## src/design/config_text_lexer_defines.svh

```systemverilog
// assertion macros shared by the lexer modules
`ifndef CONFIG_TEXT_LEXER_DEFINES_SVH
`define CONFIG_TEXT_LEXER_DEFINES_SVH

// same-cycle implication, checked outside reset
`define CLT_ASSERT_NOW(label, ante, cons, msg) \
  label: assert property (@(posedge clk) disable iff (!rst_n) (ante) |-> (cons)) \
    else $error(msg);

// next-cycle implication, checked outside reset
`define CLT_ASSERT_NEXT(label, ante, cons, msg) \
  label: assert property (@(posedge clk) disable iff (!rst_n) (ante) |=> (cons)) \
    else $error(msg);

`endif

```

## src/design/clt_pkg.sv

```systemverilog
package clt_pkg;

  localparam logic [1:0] EV_BYTE  = 2'd0;
  localparam logic [1:0] EV_END   = 2'd1;
  localparam logic [1:0] EV_ERROR = 2'd2;
  localparam logic [1:0] EV_EOF   = 2'd3;

  localparam logic [2:0] CL_INT    = 3'd0;
  localparam logic [2:0] CL_FLOAT  = 3'd1;
  localparam logic [2:0] CL_WORD   = 3'd2;
  localparam logic [2:0] CL_STRING = 3'd3;
  localparam logic [2:0] CL_SYMBOL = 3'd4;

  localparam logic [2:0] ERR_NONE     = 3'd0;
  localparam logic [2:0] ERR_POINTS   = 3'd1;
  localparam logic [2:0] ERR_EXPS     = 3'd2;
  localparam logic [2:0] ERR_SIGN     = 3'd3;
  localparam logic [2:0] ERR_OPEN_STR = 3'd4;

  localparam int unsigned MaxRes = 3;

  typedef struct packed {
    logic [1:0] ev;
    logic [2:0] cls;
    logic [7:0] ch;
    logic       first;
    logic [2:0] err;
  } res_t;

  typedef struct packed {
    res_t [MaxRes-1:0] res;
    logic [1:0]        cnt;
  } step_t;

endpackage

```

## src/design/config_text_lexer.sv

```systemverilog
// an input transfer is registered in the input register, then its results are loaded into the result register
// throughput: one input item per cycle while out_ready is high and each item gives
// at most one result; an item with up to 3 results holds the output register until all are taken
// one item's classification is combinational between input and result registers
// reset (rst_n low, synchronous): lexer idle, flags cleared, both registers empty
module config_text_lexer (
  input  logic       clk,
  input  logic       rst_n,
  input  logic       in_valid,
  output logic       in_ready,
  input  logic [7:0] in_char_byte,
  input  logic       in_end_of_input,
  output logic       out_valid,
  input  logic       out_ready,
  output logic [1:0] out_event_res,
  output logic [2:0] out_token_class,
  output logic [7:0] out_char_value,
  output logic       out_first_char,
  output logic [2:0] out_error_code,
  output logic       out_last_result
);

  logic           inr_valid_r;
  logic [7:0]     char_r;
  logic           eoi_r;
  logic           step;
  logic           free;
  logic           load;
  clt_pkg::step_t bundle;

  // an item with no results only moves the state
  assign step     = inr_valid_r && ((bundle.cnt == 2'd0) || free);
  assign load     = step && (bundle.cnt != 2'd0);
  assign in_ready = !inr_valid_r || step;

  always_ff @(posedge clk) begin
    if (!rst_n) begin
      inr_valid_r <= 1'b0;
    end else if (in_ready) begin
      inr_valid_r <= in_valid;
    end
  end

  always_ff @(posedge clk) begin
    if (in_ready && in_valid) begin
      char_r <= in_char_byte;
      eoi_r  <= in_end_of_input;
    end
  end

  clt_core u_core (
    .clk          (clk),
    .rst_n        (rst_n),
    .step         (step),
    .char_byte    (char_r),
    .end_of_input (eoi_r),
    .bundle       (bundle)
  );

  clt_resq u_resq (
    .clk             (clk),
    .rst_n           (rst_n),
    .load            (load),
    .bundle          (bundle),
    .free            (free),
    .out_valid       (out_valid),
    .out_ready       (out_ready),
    .out_event_res   (out_event_res),
    .out_token_class (out_token_class),
    .out_char_value  (out_char_value),
    .out_first_char  (out_first_char),
    .out_error_code  (out_error_code),
    .out_last_result (out_last_result)
  );

endmodule

```

## src/design/clt_core.sv

```systemverilog
module clt_core (
  input  logic              clk,
  input  logic              rst_n,
  input  logic              step,
  input  logic [7:0]        char_byte,
  input  logic              end_of_input,
  output clt_pkg::step_t    bundle
);

  localparam logic [7:0] CH_SPACE = 8'h20;
  localparam logic [7:0] CH_LF    = 8'h0A;
  localparam logic [7:0] CH_TAB   = 8'h09;
  localparam logic [7:0] CH_CR    = 8'h0D;
  localparam logic [7:0] CH_HASH  = 8'h23;
  localparam logic [7:0] CH_QUOTE = 8'h22;
  localparam logic [7:0] CH_PLUS  = 8'h2B;
  localparam logic [7:0] CH_MINUS = 8'h2D;
  localparam logic [7:0] CH_DOT   = 8'h2E;
  localparam logic [7:0] CH_UNDER = 8'h5F;
  localparam logic [7:0] CH_UP_E  = 8'h45;
  localparam logic [7:0] CH_LO_E  = 8'h65;

  typedef enum logic [2:0] {
    M_IDLE,
    M_COMMENT,
    M_NUMBER,
    M_WORD,
    M_STRING,
    M_ERROR
  } mode_t;

  mode_t mode_r, mode_nxt;
  logic  flt_r, flt_nxt;
  logic  pnt_r, pnt_nxt;
  logic  exp_r, exp_nxt;
  logic  pexp_r, pexp_nxt;
  logic  await_r, await_nxt;

  function automatic clt_pkg::res_t mk(input logic [1:0] ev, input logic [2:0] cls,
                                       input logic [7:0] ch, input logic first,
                                       input logic [2:0] err);
    clt_pkg::res_t r;
    r.ev    = ev;
    r.cls   = cls;
    r.ch    = ch;
    r.first = first;
    r.err   = err;
    return r;
  endfunction

  function automatic logic is_digit(input logic [7:0] c);
    return (c >= 8'h30) && (c <= 8'h39);
  endfunction

  function automatic logic is_word(input logic [7:0] c);
    return ((c >= 8'h61) && (c <= 8'h7A)) || ((c >= 8'h41) && (c <= 8'h5A))
           || (c == CH_UNDER);
  endfunction

  logic [2:0] num_cls;
  logic [2:0] num_cls_nxt;

  assign num_cls = flt_r ? clt_pkg::CL_FLOAT : clt_pkg::CL_INT;

  always_comb begin
    clt_pkg::res_t [clt_pkg::MaxRes-1:0] res_v;
    logic [1:0] n;
    logic       do_idle;
    logic [7:0] c;

    c         = char_byte;
    res_v     = '0;
    n         = 2'd0;
    do_idle   = 1'b0;
    mode_nxt  = mode_r;
    flt_nxt   = flt_r;
    pnt_nxt   = pnt_r;
    exp_nxt   = exp_r;
    pexp_nxt  = pexp_r;
    await_nxt = await_r;
    num_cls_nxt = clt_pkg::CL_INT;

    if (end_of_input) begin
      case (mode_r)
        M_NUMBER: begin
          res_v[n] = mk(clt_pkg::EV_END, num_cls, 8'h00, 1'b0, clt_pkg::ERR_NONE);
          n = n + 2'd1;
        end
        M_WORD: begin
          res_v[n] = mk(clt_pkg::EV_END, clt_pkg::CL_WORD, 8'h00, 1'b0, clt_pkg::ERR_NONE);
          n = n + 2'd1;
        end
        M_STRING: begin
          res_v[n] = mk(clt_pkg::EV_ERROR, clt_pkg::CL_STRING, 8'h00, 1'b0,
                        clt_pkg::ERR_OPEN_STR);
          n = n + 2'd1;
        end
        default: begin
        end
      endcase
      res_v[n] = mk(clt_pkg::EV_EOF, clt_pkg::CL_INT, 8'h00, 1'b0, clt_pkg::ERR_NONE);
      n = n + 2'd1;
      mode_nxt  = M_IDLE;
      flt_nxt   = 1'b0;
      pnt_nxt   = 1'b0;
      exp_nxt   = 1'b0;
      pexp_nxt  = 1'b0;
      await_nxt = 1'b0;
    end else begin
      unique case (mode_r)
        M_IDLE: do_idle = 1'b1;
        M_COMMENT: begin
          if (c == CH_LF) mode_nxt = M_IDLE;
        end
        M_NUMBER: begin
          if (is_digit(c)) begin
            pexp_nxt = 1'b0;
            res_v[n] = mk(clt_pkg::EV_BYTE, num_cls, c, 1'b0, clt_pkg::ERR_NONE);
            n = n + 2'd1;
          end else if (c == CH_DOT) begin
            if (pnt_r) begin
              res_v[n] = mk(clt_pkg::EV_ERROR, num_cls, 8'h00, 1'b0, clt_pkg::ERR_POINTS);
              n = n + 2'd1;
              mode_nxt = M_ERROR;
              flt_nxt = 1'b0; pnt_nxt = 1'b0; exp_nxt = 1'b0;
              pexp_nxt = 1'b0; await_nxt = 1'b0;
            end else begin
              pnt_nxt  = 1'b1;
              flt_nxt  = 1'b1;
              pexp_nxt = 1'b0;
              res_v[n] = mk(clt_pkg::EV_BYTE, clt_pkg::CL_FLOAT, c, 1'b0, clt_pkg::ERR_NONE);
              n = n + 2'd1;
            end
          end else if ((c == CH_UP_E) || (c == CH_LO_E)) begin
            if (exp_r) begin
              res_v[n] = mk(clt_pkg::EV_ERROR, num_cls, 8'h00, 1'b0, clt_pkg::ERR_EXPS);
              n = n + 2'd1;
              mode_nxt = M_ERROR;
              flt_nxt = 1'b0; pnt_nxt = 1'b0; exp_nxt = 1'b0;
              pexp_nxt = 1'b0; await_nxt = 1'b0;
            end else begin
              exp_nxt  = 1'b1;
              flt_nxt  = 1'b1;
              pexp_nxt = 1'b1;
              res_v[n] = mk(clt_pkg::EV_BYTE, clt_pkg::CL_FLOAT, c, 1'b0, clt_pkg::ERR_NONE);
              n = n + 2'd1;
            end
          end else if ((c == CH_PLUS) || (c == CH_MINUS)) begin
            if (!pexp_r) begin
              res_v[n] = mk(clt_pkg::EV_ERROR, num_cls, 8'h00, 1'b0, clt_pkg::ERR_SIGN);
              n = n + 2'd1;
              mode_nxt = M_ERROR;
              flt_nxt = 1'b0; pnt_nxt = 1'b0; exp_nxt = 1'b0;
              pexp_nxt = 1'b0; await_nxt = 1'b0;
            end else begin
              pexp_nxt = 1'b0;
              res_v[n] = mk(clt_pkg::EV_BYTE, num_cls, c, 1'b0, clt_pkg::ERR_NONE);
              n = n + 2'd1;
            end
          end else begin
            res_v[n] = mk(clt_pkg::EV_END, num_cls, 8'h00, 1'b0, clt_pkg::ERR_NONE);
            n = n + 2'd1;
            mode_nxt = M_IDLE;
            flt_nxt = 1'b0; pnt_nxt = 1'b0; exp_nxt = 1'b0;
            pexp_nxt = 1'b0; await_nxt = 1'b0;
            do_idle = 1'b1;
          end
        end
        M_WORD: begin
          if (is_word(c)) begin
            res_v[n] = mk(clt_pkg::EV_BYTE, clt_pkg::CL_WORD, c, 1'b0, clt_pkg::ERR_NONE);
            n = n + 2'd1;
          end else begin
            res_v[n] = mk(clt_pkg::EV_END, clt_pkg::CL_WORD, 8'h00, 1'b0, clt_pkg::ERR_NONE);
            n = n + 2'd1;
            mode_nxt = M_IDLE;
            do_idle  = 1'b1;
          end
        end
        M_STRING: begin
          if (c == CH_QUOTE) begin
            res_v[n] = mk(clt_pkg::EV_END, clt_pkg::CL_STRING, 8'h00, 1'b0, clt_pkg::ERR_NONE);
            n = n + 2'd1;
            mode_nxt = M_IDLE;
            flt_nxt = 1'b0; pnt_nxt = 1'b0; exp_nxt = 1'b0;
            pexp_nxt = 1'b0; await_nxt = 1'b0;
          end else begin
            res_v[n] = mk(clt_pkg::EV_BYTE, clt_pkg::CL_STRING, c, await_r, clt_pkg::ERR_NONE);
            n = n + 2'd1;
            await_nxt = 1'b0;
          end
        end
        M_ERROR: begin
        end
        default: begin
        end
      endcase

      // terminating byte is handled again as from idle
      if (do_idle) begin
        if ((c == CH_SPACE) || (c == CH_LF) || (c == CH_TAB) || (c == CH_CR)) begin
          mode_nxt = M_IDLE;
        end else if (c == CH_HASH) begin
          mode_nxt = M_COMMENT;
        end else if (is_digit(c) || (c == CH_PLUS) || (c == CH_MINUS) || (c == CH_DOT)) begin
          mode_nxt = M_NUMBER;
          flt_nxt  = (c == CH_MINUS) || (c == CH_DOT);
          pnt_nxt  = (c == CH_DOT);
          exp_nxt  = 1'b0;
          pexp_nxt = 1'b0;
          await_nxt = 1'b0;
          num_cls_nxt = flt_nxt ? clt_pkg::CL_FLOAT : clt_pkg::CL_INT;
          res_v[n] = mk(clt_pkg::EV_BYTE, num_cls_nxt, c, 1'b1, clt_pkg::ERR_NONE);
          n = n + 2'd1;
        end else if (is_word(c)) begin
          mode_nxt = M_WORD;
          res_v[n] = mk(clt_pkg::EV_BYTE, clt_pkg::CL_WORD, c, 1'b1, clt_pkg::ERR_NONE);
          n = n + 2'd1;
        end else if (c == CH_QUOTE) begin
          mode_nxt  = M_STRING;
          await_nxt = 1'b1;
        end else begin
          mode_nxt = M_IDLE;
          res_v[n] = mk(clt_pkg::EV_BYTE, clt_pkg::CL_SYMBOL, c, 1'b1, clt_pkg::ERR_NONE);
          n = n + 2'd1;
          res_v[n] = mk(clt_pkg::EV_END, clt_pkg::CL_SYMBOL, 8'h00, 1'b0, clt_pkg::ERR_NONE);
          n = n + 2'd1;
        end
      end
    end

    bundle.res = res_v;
    bundle.cnt = n;
  end

  always_ff @(posedge clk) begin
    if (!rst_n) begin
      mode_r  <= M_IDLE;
      flt_r   <= 1'b0;
      pnt_r   <= 1'b0;
      exp_r   <= 1'b0;
      pexp_r  <= 1'b0;
      await_r <= 1'b0;
    end else if (step) begin
      mode_r  <= mode_nxt;
      flt_r   <= flt_nxt;
      pnt_r   <= pnt_nxt;
      exp_r   <= exp_nxt;
      pexp_r  <= pexp_nxt;
      await_r <= await_nxt;
    end
  end

`include "config_text_lexer_defines.svh"

  `CLT_ASSERT_NEXT(a_eoi_idle, step && end_of_input, mode_r == M_IDLE, "eoi left lexer busy")
  `CLT_ASSERT_NOW(a_err_silent, step && !end_of_input && (mode_r == M_ERROR), bundle.cnt == 2'd0, "error mode emitted")
  `CLT_ASSERT_NOW(a_eoi_count, step && end_of_input, (bundle.cnt == 2'd1) || (bundle.cnt == 2'd2), "bad eoi count")

endmodule

```

## src/design/clt_resq.sv

```systemverilog
module clt_resq (
  input  logic           clk,
  input  logic           rst_n,
  input  logic           load,
  input  clt_pkg::step_t bundle,
  output logic           free,
  output logic           out_valid,
  input  logic           out_ready,
  output logic [1:0]     out_event_res,
  output logic [2:0]     out_token_class,
  output logic [7:0]     out_char_value,
  output logic           out_first_char,
  output logic [2:0]     out_error_code,
  output logic           out_last_result
);

  clt_pkg::step_t bund_r;
  logic           valid_r;
  logic [1:0]     idx_r;
  logic           last;
  clt_pkg::res_t  cur;

  assign last = (idx_r == (bund_r.cnt - 2'd1));
  assign free = !valid_r || (out_ready && last);
  assign cur  = bund_r.res[idx_r];

  assign out_valid       = valid_r;
  assign out_event_res   = cur.ev;
  assign out_token_class = cur.cls;
  assign out_char_value  = cur.ch;
  assign out_first_char  = cur.first;
  assign out_error_code  = cur.err;
  assign out_last_result = last;

  always_ff @(posedge clk) begin
    if (!rst_n) begin
      valid_r <= 1'b0;
      idx_r   <= 2'd0;
    end else if (load) begin
      valid_r <= 1'b1;
      idx_r   <= 2'd0;
    end else if (valid_r && out_ready) begin
      if (last) begin
        valid_r <= 1'b0;
      end else begin
        idx_r <= idx_r + 2'd1;
      end
    end
  end

  always_ff @(posedge clk) begin
    if (load) begin
      bund_r <= bundle;
    end
  end

`include "config_text_lexer_defines.svh"

  `CLT_ASSERT_NOW(a_load_free, load, free, "bundle overwritten before drained")
  `CLT_ASSERT_NOW(a_idx_range, valid_r, idx_r < bund_r.cnt, "result index past count")
  `CLT_ASSERT_NEXT(a_hold, valid_r && !out_ready, valid_r && $stable(idx_r), "stalled result moved")

endmodule
```

## config.mk

```make
export PLATFORM = sky130hd
export DESIGN_NAME = config_text_lexer
export DESIGN_NICKNAME = d
export VERILOG_FILES = /design/src/design/clt_pkg.sv /design/src/design/config_text_lexer.sv /design/src/design/clt_core.sv /design/src/design/clt_resq.sv
export VERILOG_INCLUDE_DIRS = /design/src /design/src/design
export SDC_FILE = /design/constraint.sdc
export NUM_CORES = 1
export LEC_CHECK = 0
export CAP_MARGIN = 20
export CORE_MARGIN = 2
export CORE_UTILIZATION = 60
export CTS_CLUSTER_SIZE = 10
export DETAILED_ROUTE_END_ITERATION = 12
export DONT_BUFFER_PORTS = 1
export GPL_TIMING_DRIVEN = 0
export PLACE_DENSITY = 0.86
export SYNTH_ARGS = -nofsm -noshare
export SYNTH_HDL_FRONTEND = slang
export SYNTH_SLANG_ARGS = --single-unit
```

## constraint.sdc

```tcl
create_clock -name clk -period 3.93 [get_ports clk]
set_input_delay 0.1965 -clock clk [delete_from_list [all_inputs] [get_ports clk]]
set_output_delay 0.1965 -clock clk [all_outputs]
set_load 0.05 [all_outputs]
```

==> results of run 1 <==
==> worst max-delay path by stage <==
stage,slack [ps],depth (start not counted),end,startpoint
2_1_floorplan,530,7,u_resq.bund_r[0],u_resq.idx_r[0]
3_3_place_gp,120,7,u_resq.bund_r[12],u_resq.idx_r[0]
3_5_place_dp,290,8,char_r[6],char_r[5]
4_1_cts,280,8,char_r[6],char_r[5]
5_1_grt,70,8,in_ready,char_r[5]
6_report,450,8,in_ready,char_r[5]
==> routing by layer <==
| layer | GRT usage | part of all wire |
|---|---|---|
| met1 | 0.3417 | 0.43 |
| met2 | 0.3957 | 0.47 |
| met3 | 0.03333 | 0.084 |
| met4 | 0.07193 | 0.018 |
| met5 | 0 | 0 |
==> cells by family after synthesis <==
family / Yosys count / synth area share
AO/OA/AOI/OAI: 76 / 0.1813
XOR/XNOR: 5 / 0.01325
buffers and inverters: 32 / 0.04618
flip-flops: 55 / 0.4633
AND/OR/NAND/NOR: 138 / 0.2369
multiplexers: 19 / 0.05904
==> power groups by stage <==
stage | clock network [uW] | registers (uW) | logic (uW)
floorplan | 0 | 687 | 173
global placement | 0 | 689 | 200
detailed placement | 0 | 690 | 207
CTS | 374 | 677 | 215
global route | 390 | 680 | 233
finish | 370 | 677 | 218
==> per-stage QoR <==
step	area, um^2	worst slack [ps]	cells
3_3_place_gp	3398	123.9	397
2_1_floorplan	3308	531.5	325
4_1_cts	3632	281.7	418
6_report	3645	445.5	419
5_1_grt	3645	74.62	419
3_5_place_dp	3422	293.0	400
==> sequential cells by signal (all words and copies together) (netlist names) <==
name              cells
eoi_r                 1
u_core.flt_r          1
u_core.pexp_r         1
u_resq.out_valid      1
u_core.pnt_r          1
char_r                8
u_core.await_r        1
u_core.mode_r         3
inr_valid_r           1
u_core.exp_r          1
u_resq.bund_r        34
u_resq.idx_r          2
==> repair_timing <==
item / 4_1_cts / 5_1_grt
hold buffers: 10 / 1
gates resized for setup: 0 / 1
endpoints found under the setup margin: 0 / 9
hold endpoints to repair: 11 / 1
==> synth_stat cells, types with 4 or more instances <==
cell       n
a21oi_1   13
a31oi_1    7
and2_1    19
and3_1     4
buf_2      8
clkbuf_1   9
dfxtp_1   12
edfxtp_1  43
inv_1     10
mux2i_1   18
nand2_1   23
nand2b_1   4
nand3_1    8
nor2_1    36
nor2b_1    4
nor3_1     7
nor3b_1    5
o21a_1     4
o21ai_0   12
==> layout make-up <==
| class | count | area [um^2] | area share |
|---|---|---|---|
| Clock inverter | 2 | 37.54 | 0.01030 |
| Inverter | 10 | 37.54 | 0.01030 |
| Timing Repair Buffer | 14 | 128.9 | 0.03536 |
| Sequential cell | 55 | 1531 | 0.4202 |
| Buffer | 22 | 115.1 | 0.03158 |
| Tap cell | 72 | 90.09 | 0.02472 |
| Clock buffer | 6 | 72.57 | 0.01991 |
| Multi-Input combinational cell | 238 | 1632 | 0.4476 |
==> worst max-delay path, stage by stage (launching register included) <==
cell      delay (ps)
edfxtp_1         340
clkbuf_1         300
nor4bb_1         310
o21ai_0          100
a21boi_0         650
o21bai_1         190
a21oi_1          540
nor2_1           180
inv_1            370
==> reports/qor.txt, run 1 <==
status: finished, final reports clean
switching power: 347.9 uW
nets: 359
Worst setup SP type: flip-flop
Critical Path AT: 3290 ps
Final min period: 3485 ps
Port Buffers: 0
clock sinks: 55
largest area contributor in the netlist: edfxtp_1
Sw Ratio: 0.2750
Hold Path Depth: 1
Distinct cells, synth: 69
Final Hold Fails: 0
critical path capture point type: output pin
CTS tree: done
Flop pwr share: 0.535
Final ANT Viol Nets: 0
EDFF count, synth: 43
CTS root buf: clkbuf_8
CTS max path bufs: 2
first-pass GRT wire length: 11,570 um
Worst Hold Class: in2reg
number of antenna diodes: 0
hold endpoint: u_core.exp_r
vias in the first global route: 2,318
Logic pwr share: 0.172
CTS H-tree lvls: 2
DR vias/cell: 6.325
clock power share: 0.293
clock skew: 12.30 ps
critical path required time: 3730 ps
Die H: 78.23 um
Worst R2R Setup Slack: 510 ps
Overall Power: 1265 uW
post-synth top area share: 0.3906
Mapped Area: 0.003306 mm^2
GRT Total Usage: 0.2430
initial DRC count: 298
Max-Cap Viols: 0
post-layout util: 0.6743
initial antenna violation count: 0
sequential-to-total area share from yosys stat: 0.4633
R2R depth: 8
Max transition margin: 0.3644
leading cell type in the layout, fill and taps excluded: edfxtp_1
Internal Dissipation: 917.1 uW
Setup TNS Final: 0 ps
actual slew at the worst max-slew pin: 947.1 ps
Die X-Extent: 78.23 um
layout cells sized above 1: 0.1412
Syn Area/Cell: 10.17 um^2
RSZ-0062 raised after global routing: false
fin crit share: 0.8866
Syn Inst Count: 325
ys async rst share: 0
fmax: 0.2870 GHz
Area Overhead vs Synth: 10.26%
detailed placement HPWL: 5276 um
Yosys warning count: 0
die area: 0.006119 mm^2
total core area: 0.005405 mm^2
final-layout fill cell count: 425
most frequent cells in the layout: 43 x edfxtp_1, 35 x nor2_1, 23 x nand2_1, 19 x and2_1, 18 x mux2i_1
Post-Synthesis Net Count: 338
PD cells: 347.1 mW/mm^2
number of buffers created by CTS: 5
Initial DRT Pass Iterations: 8
maximum VDD drop: 0.1873 mV
hold_sp: rst_n
Remaining Overflow, GRT: 0
DR vias: 2,650
Total Routed Length: 7333 um
num rows: 27
post-CTS setup buffers: 0
GP Congestion: 0.9973
Setup violations, final: 0
Post-route DRC: 0
FF-to-FF End: char_r[6]
Starting Density: 0.6116
drt wl/cell: 17.50 um
crit path kind: reg2out
Synth Flop Type: edfxtp_1
top cells by area, synth: edfxtp_1 39%, dfxtp_1 7.3%, mux2i_1 5.5%, nor2_1 4.1%, and2_1 3.6%
crit path max fanout: 10
FF-to-FF Start: char_r[5]
I/O pins: 33
largest net degree at the start of global routing: 38
Synth Register Bits: 55
final max-slew violation count: 0
final hold slack: 9.896 ps
leakage dissipation: 0.001230 uW
clk slew on worst S/H paths: 100 ps
clock latency reported for the late side of the worst-skew pair: 310 ps
(Power assumes the default switching activity.)
==> run 2: changes to the inputs <==
Settings changed: CORE_MARGIN 2 to unset.
Clock period 3.93 ns to 3.96 ns, I/O delays scaled along.
==> reports/qor.txt, run 2 (synthesis results as in run 1) <==
cts repair resizes: 0 (unchanged)
gr busiest metal: met2 (unchanged)
CTS Hold Bufs: 9 (was 10)
leading cell type in the layout, fill and taps excluded: edfxtp_1 (unchanged)
clock skew: 7.805 ps (was 12.30 ps)
CTS H-tree lvls: 2 (unchanged)
num rows: 26 (was 27)
first-pass GRT wire length: 12,000 um (was 11,570 um)
layout cells sized above 1: 0.1391 (was 0.1412)
detailed placement HPWL: 5494 um (was 5276 um)
met3 usage: 0.04790 (was 0.03333)
Final ANT Viol Nets: 0 (unchanged)
Initial DRT Pass Iterations: 5 (was 8)
critical path capture point type: flip-flop (was output pin)
final-layout fill cell count: 432 (was 425)
nets: 357 (was 359)
fin crit share: 0.8889
Remaining Overflow, GRT: 0 (unchanged)
worst slack, placed: 470.5 ps (was 293.0 ps)
actual slew at the worst max-slew pin: 953.6 ps (was 947.1 ps)
Max-Cap Viols: 0 (unchanged)
vias in the first global route: 2,428 (was 2,318)
status: finished, final reports clean (unchanged)
Area Overhead vs Synth: 9.500% (was 10.26%)
drt wl/cell: 17.90 um (was 17.50 um)
initial DRC count: 251 (was 298)
initial antenna violation count: 0 (unchanged)
most frequent cells in the layout: 43 x edfxtp_1, 35 x nor2_1, 23 x nand2_1, 19 x and2_1, 18 x mux2i_1 (unchanged)
DR vias/cell: 6.364 (was 6.325)
GRT Total Usage: 0.2659 (was 0.2430)
crit path kind: reg2reg (was reg2out)
Total Routed Length: 7430 um (was 7333 um)
Setup violations, final: 0 (unchanged)
GP Congestion: 0.9328 (was 0.9973)
largest net degree at the start of global routing: 38 (unchanged)
Final min period: 3520 ps
clock latency reported for the late side of the worst-skew pair: 300 ps (was 310 ps)
Final Worst Setup Slack: 439.8 ps (was 445.5 ps)
met1 usage: 0.3620 (was 0.3417)
clock sinks: 55 (unchanged)
PD cells: 345.2 mW/mm^2 (was 347.1 mW/mm^2)
final max-slew violation count: 0 (unchanged)
Worst Hold Class: in2reg (unchanged)
CTS root buf: clkbuf_8 (unchanged)
leakage dissipation: 0.001221 uW (was 0.001230 uW)
number of buffers created by CTS: 5 (unchanged)
post-CTS setup buffers: 0 (unchanged)
biggest registers after layout: u_resq.bund_r: 34 flops, char_r: 8 flops, u_core.mode_r: 3 flops (unchanged)
Port Buffers: 0 (unchanged)
Largest Register: u_resq.bund_r (unchanged)
Multi-input gate area: 0.001629 mm^2 (was 0.001632 mm^2)
CTS max path bufs: 2 (unchanged)
Setup TNS Final: 0 ps (unchanged)
Critical Path AT: 3460 ps (was 3290 ps)
clk slew on worst S/H paths: 90 ps (was 100 ps)
Die X-Extent: 76.23 um (was 78.23 um)
Final Hold Fails: 0 (unchanged)
met2 usage: 0.4234 (was 0.3957)
FF+latch area: 0.001531 mm^2 (unchanged)
Post-route DRC: 0 (unchanged)
DR vias: 2,641 (was 2,650)
RSZ-0062 raised after global routing: false (unchanged)
crit path max fanout: 10 (unchanged)
Starting Density: 0.6351 (was 0.6116)
total core area: 0.005205 mm^2 (was 0.005405 mm^2)
final instance area: 0.003620 mm^2 (was 0.003645 mm^2)
number of antenna diodes: 0 (unchanged)
Worst setup SP type: flip-flop (unchanged)
die area: 0.005810 mm^2 (was 0.006119 mm^2)
critical path required time: 3900 ps (was 3730 ps)
Die H: 76.23 um (was 78.23 um)
maximum VDD drop: 0.2129 mV (was 0.1873 mV)
Max transition margin: 0.3600 (was 0.3644)
fmax: 0.2841 GHz
max reg flops: 34 (unchanged)
I/O pins: 33 (unchanged)
Post-DP Area: 0.003420 mm^2 (was 0.003422 mm^2)
CTS tree: done (unchanged)
==> run 2: cell count changes in the layout (fill, tap and decap cells not counted) <==
cell | before | now
nor2b_2 | 1 | 0
dlygate4sd3_1 | 11 | 9
nor2b_1 | 3 | 4
==> run 2: per-layer routing <==
metal  vias to the layer above  wire length (um)  part of all wire
met5                         -                 0                 0
met4                         0               215             0.029
met3                        26               494             0.066
met2                       130              3470              0.47
met1                      1239              3249              0.44
li1                       1246                 -                 -
==> run 2: per-stage QoR <==
step | hold slack (ps) | power (uW) | instances | utilization
finish | 7.054 | 1250 | 415 | 0.6954
global route | 3.688 | 1288 | 415 | 0.6954
CTS | 6.234 | 1251 | 415 | 0.6954
detailed placement | 296.9 | 891.4 | 398 | 0.6570
global placement | 296.9 | 882.8 | 395 | 0.6524
floorplan | 296.9 | 853.2 | 325 | -
==> run 2: layout make-up <==
type / instances / area share
Buffer: 22 / 0.03180
Clock buffer: 6 / 0.02005
Clock inverter: 2 / 0.01037
Inverter: 10 / 0.01037
Multi-Input combinational cell: 238 / 0.4501
Sequential cell: 55 / 0.4231
Tap cell: 70 / 0.02420
Timing Repair Buffer: 12 / 0.03007
==> run 2: worst paths after layout <==
| kind | start | slack [ps] | depth (start not counted) | endpoint |
|---|---|---|---|---|
| max | char_r[3] | 440 | 8 | char_r[7] |
| min | rst_n | 7 | 1 | inr_valid_r |
| max reg2reg | char_r[3] | 440 | 8 | char_r[7] |
| min reg2reg | u_core.flt_r | 510 | 2 | u_core.flt_r |
==> run 2: critical path, cell delays in order, from the launching register on <==
cell,delay [ps]
edfxtp_1,460
buf_2,220
nor4bb_1,280
o21ai_0,110
a21boi_0,540
o21bai_1,210
a21oi_1,520
nor2_1,160
nor2b_1,660
==> run 2: where the power goes <==
part / internal (uW) / switching, uW / leakage, uW
sequential: 656 / 15.9 / 0.000506
combinational: 63.7 / 151 / 0.000663
clock: 189 / 174 / 0.0000514
